===== src/priority_greedy_capacity_allocator_assert.svh =====
// Assertion macros shared by the allocator RTL.
// No dependencies; included by files that carry concurrent checks.
`ifndef PRIORITY_GREEDY_CAPACITY_ALLOCATOR_ASSERT_SVH
`define PRIORITY_GREEDY_CAPACITY_ALLOCATOR_ASSERT_SVH
`ifndef SYNTH
// same-cycle implication
`define PGCA_ASSERT_SAME(lbl, clk, rst_n, ante, cons) \
  lbl: assert property (@(posedge clk) disable iff (!rst_n) (ante) |-> (cons)) \
    else $error("pgca assertion failed");
// next-cycle implication
`define PGCA_ASSERT_NEXT(lbl, clk, rst_n, ante, cons) \
  lbl: assert property (@(posedge clk) disable iff (!rst_n) (ante) |=> (cons)) \
    else $error("pgca assertion failed");
`else
`define PGCA_ASSERT_SAME(lbl, clk, rst_n, ante, cons)
`define PGCA_ASSERT_NEXT(lbl, clk, rst_n, ante, cons)
`endif
`endif


===== src/pgca_pkg.sv =====
// Shared widths, register codes and pipeline control type for the allocator.
// No dependencies.
`default_nettype none
package pgca_pkg;

  localparam int DEF_NUM_CLIENTS = 4;

  localparam int REQ_W      = 10;
  localparam int CAP_W      = 10;
  localparam int PEN_W      = 7;
  localparam int REV_W      = 7;
  localparam int WEIGHT_W   = 8;
  localparam int BUDGET_W   = 10;
  localparam int TERMS_W    = 24;
  localparam int PR_W       = PEN_W + REQ_W;      // penalty * request
  localparam int WG_W       = WEIGHT_W + REQ_W;   // weight * grant
  localparam int TERM_W     = 20;                 // signed per-client profit term
  localparam int PROFIT_W   = 20;

  localparam int CFG_IDX_W  = 8;
  localparam int CFG_DATA_W = TERMS_W;

  localparam logic [BUDGET_W-1:0] BUDGET_RESET = 10'd400;

  // register indexes
  localparam logic [CFG_IDX_W-1:0] CFG_BUDGET      = 8'd0;
  localparam logic [CFG_IDX_W-1:0] CFG_CLIENT_BASE = 8'd1;

  // terms field positions
  localparam int CAP_LSB = 0;
  localparam int PEN_LSB = 10;
  localparam int REV_LSB = 17;

  typedef struct packed {
    logic s1;
    logic s2;
    logic s3;
    logic s4;
  } pgca_stage_en_t;

endpackage
`default_nettype wire


===== src/pgca_lane.sv =====
// One client lane: clamp, ranking, prefix of earlier wants, grant and profit term.
// Depends on pgca_pkg.
`default_nettype none
module pgca_lane import pgca_pkg::*; #(
  parameter int NUM_CLIENTS = DEF_NUM_CLIENTS,
  parameter int LANE        = 0
) (
  input  wire logic                 clk_i,
  input  wire pgca_stage_en_t       en_i,
  input  wire logic [REQ_W-1:0]     req_i,
  input  wire logic [CAP_W-1:0]     cap_i,
  input  wire logic [PEN_W-1:0]     pen_i,
  input  wire logic [WEIGHT_W-1:0]  weights_i [NUM_CLIENTS],
  input  wire logic [REQ_W-1:0]     wants_i [NUM_CLIENTS],
  input  wire logic [BUDGET_W-1:0]  budget_i,
  output logic [REQ_W-1:0]          want_o,
  output logic [REQ_W-1:0]          grant_o,
  output logic signed [TERM_W-1:0]  term_o
);

  localparam int PrefixW = REQ_W + $clog2(NUM_CLIENTS);

  // stage 1
  logic [REQ_W-1:0]       want1_q;
  logic [WEIGHT_W-1:0]    weight1_q;
  logic [PR_W-1:0]        pr1_q;
  logic [NUM_CLIENTS-1:0] earlier1_q, earlier_d;
  // stage 2
  logic [REQ_W-1:0]       want2_q;
  logic [WEIGHT_W-1:0]    weight2_q;
  logic [PR_W-1:0]        pr2_q;
  logic                   first2_q;
  logic [PrefixW-1:0]     prefix2_q, prefix_d;
  // stage 3
  logic [REQ_W-1:0]       grant3_q, grant_d;
  logic                   served3_q, served_d;
  logic [WEIGHT_W-1:0]    weight3_q;
  logic [PR_W-1:0]        pr3_q;
  // stage 4
  logic [REQ_W-1:0]       grant4_q;
  logic signed [TERM_W-1:0] term4_q, term_d;

  logic [PrefixW:0]       need;
  logic [PrefixW:0]       budget_x;
  logic [PrefixW:0]       left;
  logic [WG_W-1:0]        wg;

  // a client precedes this lane on higher weight, or equal weight and lower index
  always_comb begin
    earlier_d = '0;
    for (int j = 0; j < NUM_CLIENTS; j++) begin
      if (j != LANE) begin
        earlier_d[j] = (weights_i[j] > weights_i[LANE]) ||
                       ((weights_i[j] == weights_i[LANE]) && (j < LANE));
      end
    end
  end

  always_ff @(posedge clk_i) begin
    if (en_i.s1) begin
      want1_q    <= (req_i > cap_i) ? cap_i : req_i;
      weight1_q  <= weights_i[LANE];
      pr1_q      <= PR_W'(pen_i) * PR_W'(req_i);
      earlier1_q <= earlier_d;
    end
  end

  always_comb begin
    prefix_d = '0;
    for (int j = 0; j < NUM_CLIENTS; j++) begin
      if (earlier1_q[j]) begin
        prefix_d = prefix_d + PrefixW'(wants_i[j]);
      end
    end
  end

  always_ff @(posedge clk_i) begin
    if (en_i.s2) begin
      want2_q   <= want1_q;
      weight2_q <= weight1_q;
      pr2_q     <= pr1_q;
      first2_q  <= (earlier1_q == '0);
      prefix2_q <= prefix_d;
    end
  end

  // served when first or the budget exceeds the sum of earlier wants
  always_comb begin
    budget_x = (PrefixW+1)'(budget_i);
    need     = {1'b0, prefix2_q} + (PrefixW+1)'(want2_q);
    left     = budget_x - {1'b0, prefix2_q};
    served_d = first2_q || (budget_x > {1'b0, prefix2_q});
    if (!served_d) begin
      grant_d = '0;
    end else if (budget_x > need) begin
      grant_d = want2_q;
    end else begin
      grant_d = left[REQ_W-1:0];
    end
  end

  always_ff @(posedge clk_i) begin
    if (en_i.s3) begin
      grant3_q  <= grant_d;
      served3_q <= served_d;
      weight3_q <= weight2_q;
      pr3_q     <= pr2_q;
    end
  end

  always_comb begin
    wg = WG_W'(weight3_q) * WG_W'(grant3_q);
    if (served3_q) begin
      term_d = $signed({{(TERM_W-WG_W){1'b0}}, wg}) -
               $signed({{(TERM_W-PR_W){1'b0}}, pr3_q});
    end else begin
      term_d = '0;
    end
  end

  always_ff @(posedge clk_i) begin
    if (en_i.s4) begin
      grant4_q <= grant3_q;
      term4_q  <= term_d;
    end
  end

  assign want_o  = want1_q;
  assign grant_o = grant4_q;
  assign term_o  = term4_q;

endmodule
`default_nettype wire


===== src/pgca_merge.sv =====
// Merging stage: sums the lane profit terms, saturates, and holds the result beat.
// Depends on pgca_pkg.
`default_nettype none
module pgca_merge import pgca_pkg::*; #(
  parameter int NUM_CLIENTS = DEF_NUM_CLIENTS
) (
  input  wire logic                 clk_i,
  input  wire logic                 en_i,
  input  wire logic [REQ_W-1:0]     grants_i [NUM_CLIENTS],
  input  wire logic signed [TERM_W-1:0] terms_i [NUM_CLIENTS],
  output logic [REQ_W-1:0]          grants_o [NUM_CLIENTS],
  output logic [PROFIT_W-1:0]       profit_o
);

  localparam int SumW = TERM_W + $clog2(NUM_CLIENTS);
  localparam logic signed [SumW-1:0] ProfitMax =
    {{(SumW-PROFIT_W+1){1'b0}}, {(PROFIT_W-1){1'b1}}};
  localparam logic signed [SumW-1:0] ProfitMin =
    {{(SumW-PROFIT_W+1){1'b1}}, {(PROFIT_W-1){1'b0}}};

  logic signed [SumW-1:0]  sum;
  logic [PROFIT_W-1:0]     profit_d, profit_q;
  logic [REQ_W-1:0]        grants_q [NUM_CLIENTS];

  always_comb begin
    sum = '0;
    for (int k = 0; k < NUM_CLIENTS; k++) begin
      sum = sum + $signed({{(SumW-TERM_W){terms_i[k][TERM_W-1]}}, terms_i[k]});
    end
    if (sum > ProfitMax) begin
      profit_d = ProfitMax[PROFIT_W-1:0];
    end else if (sum < ProfitMin) begin
      profit_d = ProfitMin[PROFIT_W-1:0];
    end else begin
      profit_d = sum[PROFIT_W-1:0];
    end
  end

  always_ff @(posedge clk_i) begin
    if (en_i) begin
      profit_q <= profit_d;
      for (int k = 0; k < NUM_CLIENTS; k++) begin
        grants_q[k] <= grants_i[k];
      end
    end
  end

  assign grants_o = grants_q;
  assign profit_o = profit_q;

endmodule
`default_nettype wire


===== src/priority_greedy_capacity_allocator.sv =====
// Priority greedy capacity allocator: one round of client requests per input beat
// is ranked by revenue plus penalty, granted greedily from the budget, and priced.
// Channels: s_axis (requests), m_axis (grants and round profit), cfg write port.
// Register 0 is the total budget; register 1 + k holds client k's cap, penalty and
// revenue. Other indexes are ignored. cfg_ready_o is always high; write only while
// no round is in flight.
// Pipeline: a round passes through five registers in all (four lane stages:
// clamp and rank, prefix sum of earlier wants, grant, profit multiply; then the
// lane-merging adder and output register).
// Throughput: one round per cycle while m_axis_tready stays high; every client
// has its own lane, so nothing in the pipeline is shared between rounds.
// Stall: when m_axis_tready is low the output beat holds; earlier stages keep
// filling empty slots, and s_axis_tready drops only once all five are full.
// Reset: budget returns to 400, client terms to zero, the pipeline empties.
`default_nettype none
module priority_greedy_capacity_allocator import pgca_pkg::*; #(
  parameter int NUM_CLIENTS = DEF_NUM_CLIENTS,
  localparam int InW  = ((NUM_CLIENTS*REQ_W + 7) / 8) * 8,
  localparam int OutW = ((NUM_CLIENTS*REQ_W + PROFIT_W + 7) / 8) * 8
) (
  input  wire logic                  clk_i,
  input  wire logic                  rst_ni,
  input  wire logic                  s_axis_tvalid,
  output logic                       s_axis_tready,
  input  wire logic [InW-1:0]        s_axis_tdata,  // request_0 .. request_N-1
  output logic                       m_axis_tvalid,
  input  wire logic                  m_axis_tready,
  output logic [OutW-1:0]            m_axis_tdata,  // grant_0 .. grant_N-1, round_profit
  input  wire logic                  cfg_valid_i,
  output logic                       cfg_ready_o,
  input  wire logic [CFG_IDX_W-1:0]  cfg_index_i,
  input  wire logic [CFG_DATA_W-1:0] cfg_data_i
);

`include "priority_greedy_capacity_allocator_assert.svh"

  localparam int NumStages = 5;
  localparam int SumGW     = REQ_W + $clog2(NUM_CLIENTS);

  logic [BUDGET_W-1:0]  budget_q;
  logic [TERMS_W-1:0]   terms_q [NUM_CLIENTS];
  logic [NumStages-1:0] valid_q, valid_d;
  logic [NumStages-1:0] en;
  pgca_stage_en_t       lane_en;

  logic [WEIGHT_W-1:0]  weights [NUM_CLIENTS];
  logic [REQ_W-1:0]     wants [NUM_CLIENTS];
  logic [REQ_W-1:0]     lane_grants [NUM_CLIENTS];
  logic signed [TERM_W-1:0] lane_terms [NUM_CLIENTS];
  logic [REQ_W-1:0]     out_grants [NUM_CLIENTS];
  logic [PROFIT_W-1:0]  out_profit;
  logic [SumGW-1:0]     grant_sum;

  assign cfg_ready_o = 1'b1;

  always_ff @(posedge clk_i or negedge rst_ni) begin
    if (!rst_ni) begin
      budget_q <= BUDGET_RESET;
      for (int k = 0; k < NUM_CLIENTS; k++) begin
        terms_q[k] <= '0;
      end
    end else if (cfg_valid_i) begin
      if (cfg_index_i == CFG_BUDGET) begin
        budget_q <= cfg_data_i[BUDGET_W-1:0];
      end
      for (int k = 0; k < NUM_CLIENTS; k++) begin
        if (cfg_index_i == CFG_CLIENT_BASE + CFG_IDX_W'(k)) begin
          terms_q[k] <= cfg_data_i[TERMS_W-1:0];
        end
      end
    end
  end

  // stage k loads when empty or when its contents move on
  always_comb begin
    en[NumStages-1] = !valid_q[NumStages-1] || m_axis_tready;
    for (int s = NumStages-2; s >= 0; s--) begin
      en[s] = !valid_q[s] || en[s+1];
    end
    valid_d = valid_q;
    if (en[0]) begin
      valid_d[0] = s_axis_tvalid;
    end
    for (int s = 1; s < NumStages; s++) begin
      if (en[s]) begin
        valid_d[s] = valid_q[s-1];
      end
    end
  end

  always_ff @(posedge clk_i or negedge rst_ni) begin
    if (!rst_ni) begin
      valid_q <= '0;
    end else begin
      valid_q <= valid_d;
    end
  end

  assign s_axis_tready = en[0];
  assign m_axis_tvalid = valid_q[NumStages-1];

  assign lane_en.s1 = en[0];
  assign lane_en.s2 = en[1];
  assign lane_en.s3 = en[2];
  assign lane_en.s4 = en[3];

  always_comb begin
    for (int k = 0; k < NUM_CLIENTS; k++) begin
      weights[k] = WEIGHT_W'(terms_q[k][PEN_LSB +: PEN_W]) +
                   WEIGHT_W'(terms_q[k][REV_LSB +: REV_W]);
    end
  end

  for (genvar g = 0; g < NUM_CLIENTS; g++) begin : g_lane
    pgca_lane #(
      .NUM_CLIENTS (NUM_CLIENTS),
      .LANE        (g)
    ) u_lane (
      .clk_i     (clk_i),
      .en_i      (lane_en),
      .req_i     (s_axis_tdata[g*REQ_W +: REQ_W]),
      .cap_i     (terms_q[g][CAP_LSB +: CAP_W]),
      .pen_i     (terms_q[g][PEN_LSB +: PEN_W]),
      .weights_i (weights),
      .wants_i   (wants),
      .budget_i  (budget_q),
      .want_o    (wants[g]),
      .grant_o   (lane_grants[g]),
      .term_o    (lane_terms[g])
    );
  end

  pgca_merge #(
    .NUM_CLIENTS (NUM_CLIENTS)
  ) u_merge (
    .clk_i    (clk_i),
    .en_i     (en[NumStages-1]),
    .grants_i (lane_grants),
    .terms_i  (lane_terms),
    .grants_o (out_grants),
    .profit_o (out_profit)
  );

  always_comb begin
    m_axis_tdata = '0;
    grant_sum    = '0;
    for (int k = 0; k < NUM_CLIENTS; k++) begin
      m_axis_tdata[k*REQ_W +: REQ_W] = out_grants[k];
      grant_sum = grant_sum + SumGW'(out_grants[k]);
    end
    m_axis_tdata[NUM_CLIENTS*REQ_W +: PROFIT_W] = out_profit;
  end

  // granted capacity never exceeds the budget
  `PGCA_ASSERT_SAME(a_grant_within_budget, clk_i, rst_ni, m_axis_tvalid,
                    grant_sum <= SumGW'(budget_q))
  // a full pipeline with a stalled receiver takes no new round
  `PGCA_ASSERT_SAME(a_full_blocks_input, clk_i, rst_ni,
                    (&valid_q) && !m_axis_tready, !s_axis_tready)
  // an empty pipeline cannot present a result on the next cycle
  `PGCA_ASSERT_NEXT(a_no_skip, clk_i, rst_ni, valid_q == '0, !m_axis_tvalid)

endmodule
`default_nettype wire

===== config.mk =====
export PLATFORM = sky130hd
export DESIGN_NAME = priority_greedy_capacity_allocator
export DESIGN_NICKNAME = d
export VERILOG_FILES = /design/src/pgca_pkg.sv /design/src/pgca_lane.sv /design/src/pgca_merge.sv /design/src/priority_greedy_capacity_allocator.sv
export VERILOG_INCLUDE_DIRS = /design/src /design/src/src
export SDC_FILE = /design/constraint.sdc
export NUM_CORES = 2
export LEC_CHECK = 0
export CORE_AREA = 2 2 332 334
export DETAILED_ROUTE_END_ITERATION = 16
export DIE_AREA = 0 0 334 336
export DONT_BUFFER_PORTS = 1
export PLACE_DENSITY_LB_ADDON = 0.12
export SLEW_MARGIN = 20
export SYNTH_ARGS = -nofsm -noshare
export SYNTH_HDL_FRONTEND = slang
export SYNTH_SLANG_ARGS = --single-unit

===== constraint.sdc =====
create_clock -name clk_i -period 17.4 [get_ports clk_i]
set_clock_uncertainty 0.05 [all_clocks]
set_input_delay 2.61 -clock clk_i [delete_from_list [all_inputs] [get_ports clk_i]]
set_output_delay 2.61 -clock clk_i [all_outputs]
set_load 0.005 [all_outputs]

### After elaboration in Yosys (flattened, before gate mapping)

Index checks and enable logic that the tools add are counted.
Widths: inputs -> output; s select.

* add/sub/neg operators: 27
* multipliers: 8
* magnitude comparators: 26
* eq/ne operators: 10
* mux-type cells: 21
* reduce and logical (&&, ||, !) cells: 30

Operator list (number)
* $mux 10: 12
* $gt 8x8->1: 12
* $mux 12: 8
* $sub 18x17->19: 4
* $mul 8x10->18: 4
* $mul 7x10->17: 4
* $add 12x10->13: 4
* $gt 10x13->1: 4
* $add 12x10->12: 4
* $eq 8x8->1: 6
* $gt 10x12->1: 4
* $add 10x10->11: 4
* $gt 10x10->1: 4
* $sub 10x10->10: 4
* $add 7x7->8: 4
* $add 22x19->22: 1
* $gt 22x20->1 const B: 1
* $lt 22x20->1 const B: 1
* $add 20x19->21: 1
* $add 19x19->20: 1
* $mux 20: 1
* $eq 8x2->1 const B: 2
* $logic_not 4->1: 4
* $logic_or 1x1->1: 15
* 5 further kinds: 13

* register bits: 775
* output and inout port bits: 67

### Longest topological paths before layout

* depth in word-level cells: 6
* depth in mapped cells: 22
* depth with buffers taken out: 21

### Hierarchy

Synthesis repeated with hierarchy kept, for this count alone.

* cell total of the unflattened synthesis: 5736
* area, all modules: 62523.7 um^2

Modules (own cells, without submodules)
* pgca_lane at g_lane[2].u_lane: times used 1, cells an instance 1245, area an instance 13302.8 um^2, sequential area each 4534.3 um^2
* pgca_lane at g_lane[0].u_lane: times used 1, cells an instance 1227, area an instance 13200.2 um^2, sequential area each 4534.3 um^2
* pgca_lane at g_lane[1].u_lane: times used 1, cells an instance 1231, area an instance 13200.2 um^2, sequential area each 4534.3 um^2
* pgca_lane at g_lane[3].u_lane: times used 1, cells an instance 1232, area an instance 13182.6 um^2, sequential area each 4534.3 um^2
* priority_greedy_capacity_allocator: times used 1, cells an instance 408, area an instance 5343.9 um^2, sequential area each 2781.4 um^2
* pgca_merge: times used 1, cells an instance 393, area an instance 4294.1 um^2, sequential area each 1801.7 um^2

### Least setup slack after synthesis

No wires, ideal clock.

* kind: input-to-output
* start: in m_axis_tready
* end: out s_axis_tready
* data arrival time: 11.651 ns
* setup slack: 3.089 ns
* stages on the path: 4
* path buffers: 0
* cell sequence: nor2b_1 nand4_1 inv_1 nand2_1

* word-level cells in the longest chain between the ends: 5

RTL lines
* start, declared: line priority_greedy_capacity_allocator.sv:27 `input wire logic m_axis_tready,`
* $logic_or 1x1->1: line priority_greedy_capacity_allocator.sv:76 `en[NumStages-1] = !valid_q[NumStages-1] || m_axis_tready;`
* $logic_or 1x1->1 (3 in series): line priority_greedy_capacity_allocator.sv:78 `en[s] = !valid_q[s] || en[s+1];`
* via en[1]: line priority_greedy_capacity_allocator.sv:43 `logic [NumStages-1:0] en;`
* $logic_or 1x1->1: line priority_greedy_capacity_allocator.sv:78
* end, declared: line priority_greedy_capacity_allocator.sv:24 `output logic s_axis_tready,`

The timed path passes the listed nets, and every way through them passes these cells.

### Worst setup path in the final report

Same ends and word-level chain as after synthesis.

==> flow_metrics.py <==
metrics = {
    "final_layout": {
        "multi_input_area_mm2": 0.0337,
        "area_delta_synth_final_pct": 7.62,
        "layout.cells.non_filler": 6753,
        "fillers": 8967,
        "nets": 6461,
        "drive_gt1_share_pct": 6.97,
        "ff_latch_area_mm2": 0.0227,
        "post-route-cell-area_mm2": 0.0637,
    },
    "detailed_routing": {
        "detail-route-antenna-nets": 0,
        "vias_per_cell": 5.63,
        "routed_wl_mm": 146,
        "routedWlPerCell_um": 21.7,
        "num_vias": 38000,
        "drtIter0Drc": 3036,
        "drc_errors": 0,
        "drt_pass1_iterations": 6,
    },
    "synthesis": {
        "synth_ff_type": "edfxtp_1",
        "synth_seq_area_share_pct": 38.4,
        "syn_area_mm2": 0.0592,
        "yosys_warnings": 0,
        "yosysTopAreaCellShare_pct": 33.7,
        "async_flop_share_pct": 14.3,
        "synth_cell_types": 81,
        "ys_ff_latch": 775,
        "synth_area_per_cell_um2": 11.3,
        "synth_top_cell_by_area": "edfxtp_1",
        "yosys-top-cells-area": "edfxtp_1, fa_1, ha_1",
        "syn_inst": 5263,
        "synth_edf_count": 664,
    },
    "sta": {
        "drv_slew": 0,
        "setup_tns_ns": 0,
        "setup_slack_ns": 10.96,
        "finalCriticalPeriod_ns": 6.44,
        "hold_viol": 0,
        "setup_violations": 0,
        "min_period_over_period_pct": 37.0,
        "slew_headroom_pct": 22.1,
        "clock.fmax_mhz": 155,
        "rsz0062_at_grt": "no",
        "worst_pin_slew_ns": 1.16,
        "hold-worst-slack_ns": 0.355,
    },
    "clocking": {
        "ctsResizeCount": 0,
        "hold_buffers": 0,
        "post_cts_buffers": 0,
        "cts_tree": "yes",
        "clkTransAtPathRegs_ns": 0.06,
        "cts_root_buf": "clkbuf_16",
        "cts_sinks": 775,
        "cts_buffers": 87,
        "cts.path.max_buffers": 3,
        "h-tree-depth": 3,
        "clk_latency_ns": 0.68,
    },
    "floorplanning": {
        "coreArea_mm2": 0.108,
        "row_count": 121,
        "die_y_um": 336,
        "initial_core_util_pct": 54.6,
        "die-area_mm2": 0.112,
        "die_w_um": 334,
        "ios": 144,
    },
    "global_route": {
        "grt_pass1_wl_mm": 227,
        "antenna_found_initial": 8,
        "grt_pass1_vias": 38400,
        "grt_util_all_layers_pct": 26.7,
        "grt_max_degree": 163,
        "overflow": 0,
    },
    "worst_setup_path": {
        "crit_type": "in2out",
        "cp-startpoint": "m_axis_tready",
        "critPathRequiredTime_ns": 14.74,
        "critPathCapture": "s_axis_tready",
        "cp.arrival_ns": 3.78,
        "regToRegStartpoint": "g_lane[0].u_lane.term_o[1]",
        "cp-end-kind": "output port",
        "rrSetupSlack_ns": 11.89,
        "worstRegToRegCells": 20,
        "worst_setup_path_start_kind": "input pin",
        "worstPathMaxFanout": 33,
        "critical_path.reg2reg.endpoint": "u_merge.profit_o[2]",
    },
    "placement": {
        "gp_congestion": 0.923,
        "port_buffers": 0,
        "dp_hpwl_mm": 115,
        "dpl.cell_count": 6592,
        "dpl_cell_area_mm2": 0.0607,
        "pre_cts_slack_ns": 10.63,
    },
    "pwr": {
        "cellLeakagePower_uw": 0.0296,
        "peakVddDrop_uv": 219,
        "power_density_mw_per_mm2": 216,
    },
    "outcome": {
        "outcome": "complete, no violations",
    },
    "worst_hold_path": {
        "hold_class": "reg2reg",
        "hold_start": "g_lane[2].u_lane.pr1_q[3]",
    },
    "job": {
        "cap_viol_max_count": 0,
    },
}
-- critical path, stage by stage --
cell and delay (ns):
nor2b_1 0.45, nand4_1 0.16, buf_4 0.29, inv_1 0.15, nand2_4 0.12
-- cell type report --
class,count,area share [%]
Multi-Input combinational cell,3731,52.8
Sequential cell,775,35.7
Inverter,653,3.85
Clock buffer,101,3.53
Tap cell,1414,2.78
Clock inverter,58,1.14
Timing Repair Buffer,19,0.243
Antenna cell,2,0.00785
-- Yosys cell counts (all sizes together), types with 15 or more instances --
cell type	count
dfrtp	108
a211oi	27
nor2b	50
nand2	538
edfxtp	664
nor2	171
mux2	163
a21o	89
a21oi	243
nand2b	26
o21bai	62
o21ai	172
nor3	62
ha	664
nand4	41
mux2i	36
and3	25
nand3	68
a31oi	26
clkbuf	92
fa	453
or3	23
xnor2	186
buf	15
and2	327
inv	653
xor2	91
o21a	41
-- cell families (layout without fill, tap and decap cells) --
group	Yosys count	after routing	synth area share [%]
compound gates	764	764	8.28
xor+xnor	277	277	4.11
fa+ha+maj	1117	1117	29.3
buf+inv	760	831	4.90
flops	775	775	38.4
mux	199	199	3.71
other cells	2	7	0.0127
simple gates	1369	1369	11.3
-- per-layer routing --
layer | track usage [%] | up-vias | share of wire [%]
li1 | - | 18000 | -
met1 | 37.4 | 18800 | 45
met2 | 42.7 | 992 | 46
met4 | 6.62 | 4 | 2.2
met3 | 5.51 | 172 | 7.0
met5 | 0 | - | 0.018
-- sequential cells by signal, summed over array words and instances (netlist names) --
signal	count
g_lane.u_lane.term_o	76
g_lane.u_lane.prefix2_q	48
valid_q	5
g_lane.u_lane.grant3_q	40
g_lane.u_lane.weight1_q	32
g_lane.u_lane.want_o	40
u_merge.grants_o	40
g_lane.u_lane.grant_o	40
g_lane.u_lane.weight3_q	32
g_lane.u_lane.weight2_q	32
g_lane.u_lane.served3_q	4
g_lane.u_lane.want2_q	40
terms_q	96
g_lane.u_lane.pr2_q	68
g_lane.u_lane.earlier1_q	12
u_merge.profit_o	20
g_lane.u_lane.first2_q	4
g_lane.u_lane.pr3_q	68
budget_q	10
g_lane.u_lane.pr1_q	68
-- per-stage QoR --
stage / power (µW) / util (%)
after detailed placement: 11900 / 56.0
after global placement: 11800 / 56.0
after CTS: 13900 / 58.8
final: 13800 / 58.8
after floorplan: 9760 / -
after global routing: 15100 / 58.8
-- how the worst min path moves through the flow --
stage / slack (ns) / depth (start not counted) / to
4_1_cts: 0.36 / 0 / g_lane[0].u_lane.pr3_q[14]
2_1_floorplan: 0.35 / 0 / g_lane[0].u_lane.pr2_q[0]
3_3_place_gp: 0.35 / 0 / g_lane[1].u_lane.pr2_q[10]
3_5_place_dp: 0.35 / 0 / g_lane[1].u_lane.pr2_q[0]
5_1_grt: 0.35 / 0 / g_lane[0].u_lane.pr3_q[14]
6_report: 0.36 / 0 / g_lane[2].u_lane.pr2_q[3]
-- power by group --
part	switching [µW]	total (µW)	internal [µW]
clock	774	1900	1130
sequential	609	3500	2900
combinational	4830	8380	3550
-- layout by cell type (no fill, tap or decap), drive strengths merged, types with 8 or more instances in the layout --
cell type  instances
edfxtp           664
fa               453
ha               664
a21boi             8
xnor2            186
xor2              91
nand2            538
or3               23
mux2             163
mux2i             36
nor2             171
buf               19
a21o              89
a31oi             26
dfrtp            108
inv              661
nor3              62
o211ai            10
o21bai            62
or2               14
and3              25
clkbuf           101
nand3             68
nor2b             50
nand4             41
and2             327
o21a              41
a211o             12
o21ai            172
bufinv            13
o41ai             10
clkinv            33
nand2b            26
o31ai              9
a211oi            27
a21oi            243
No activity file was read; power rests on OpenSTA's default activity.
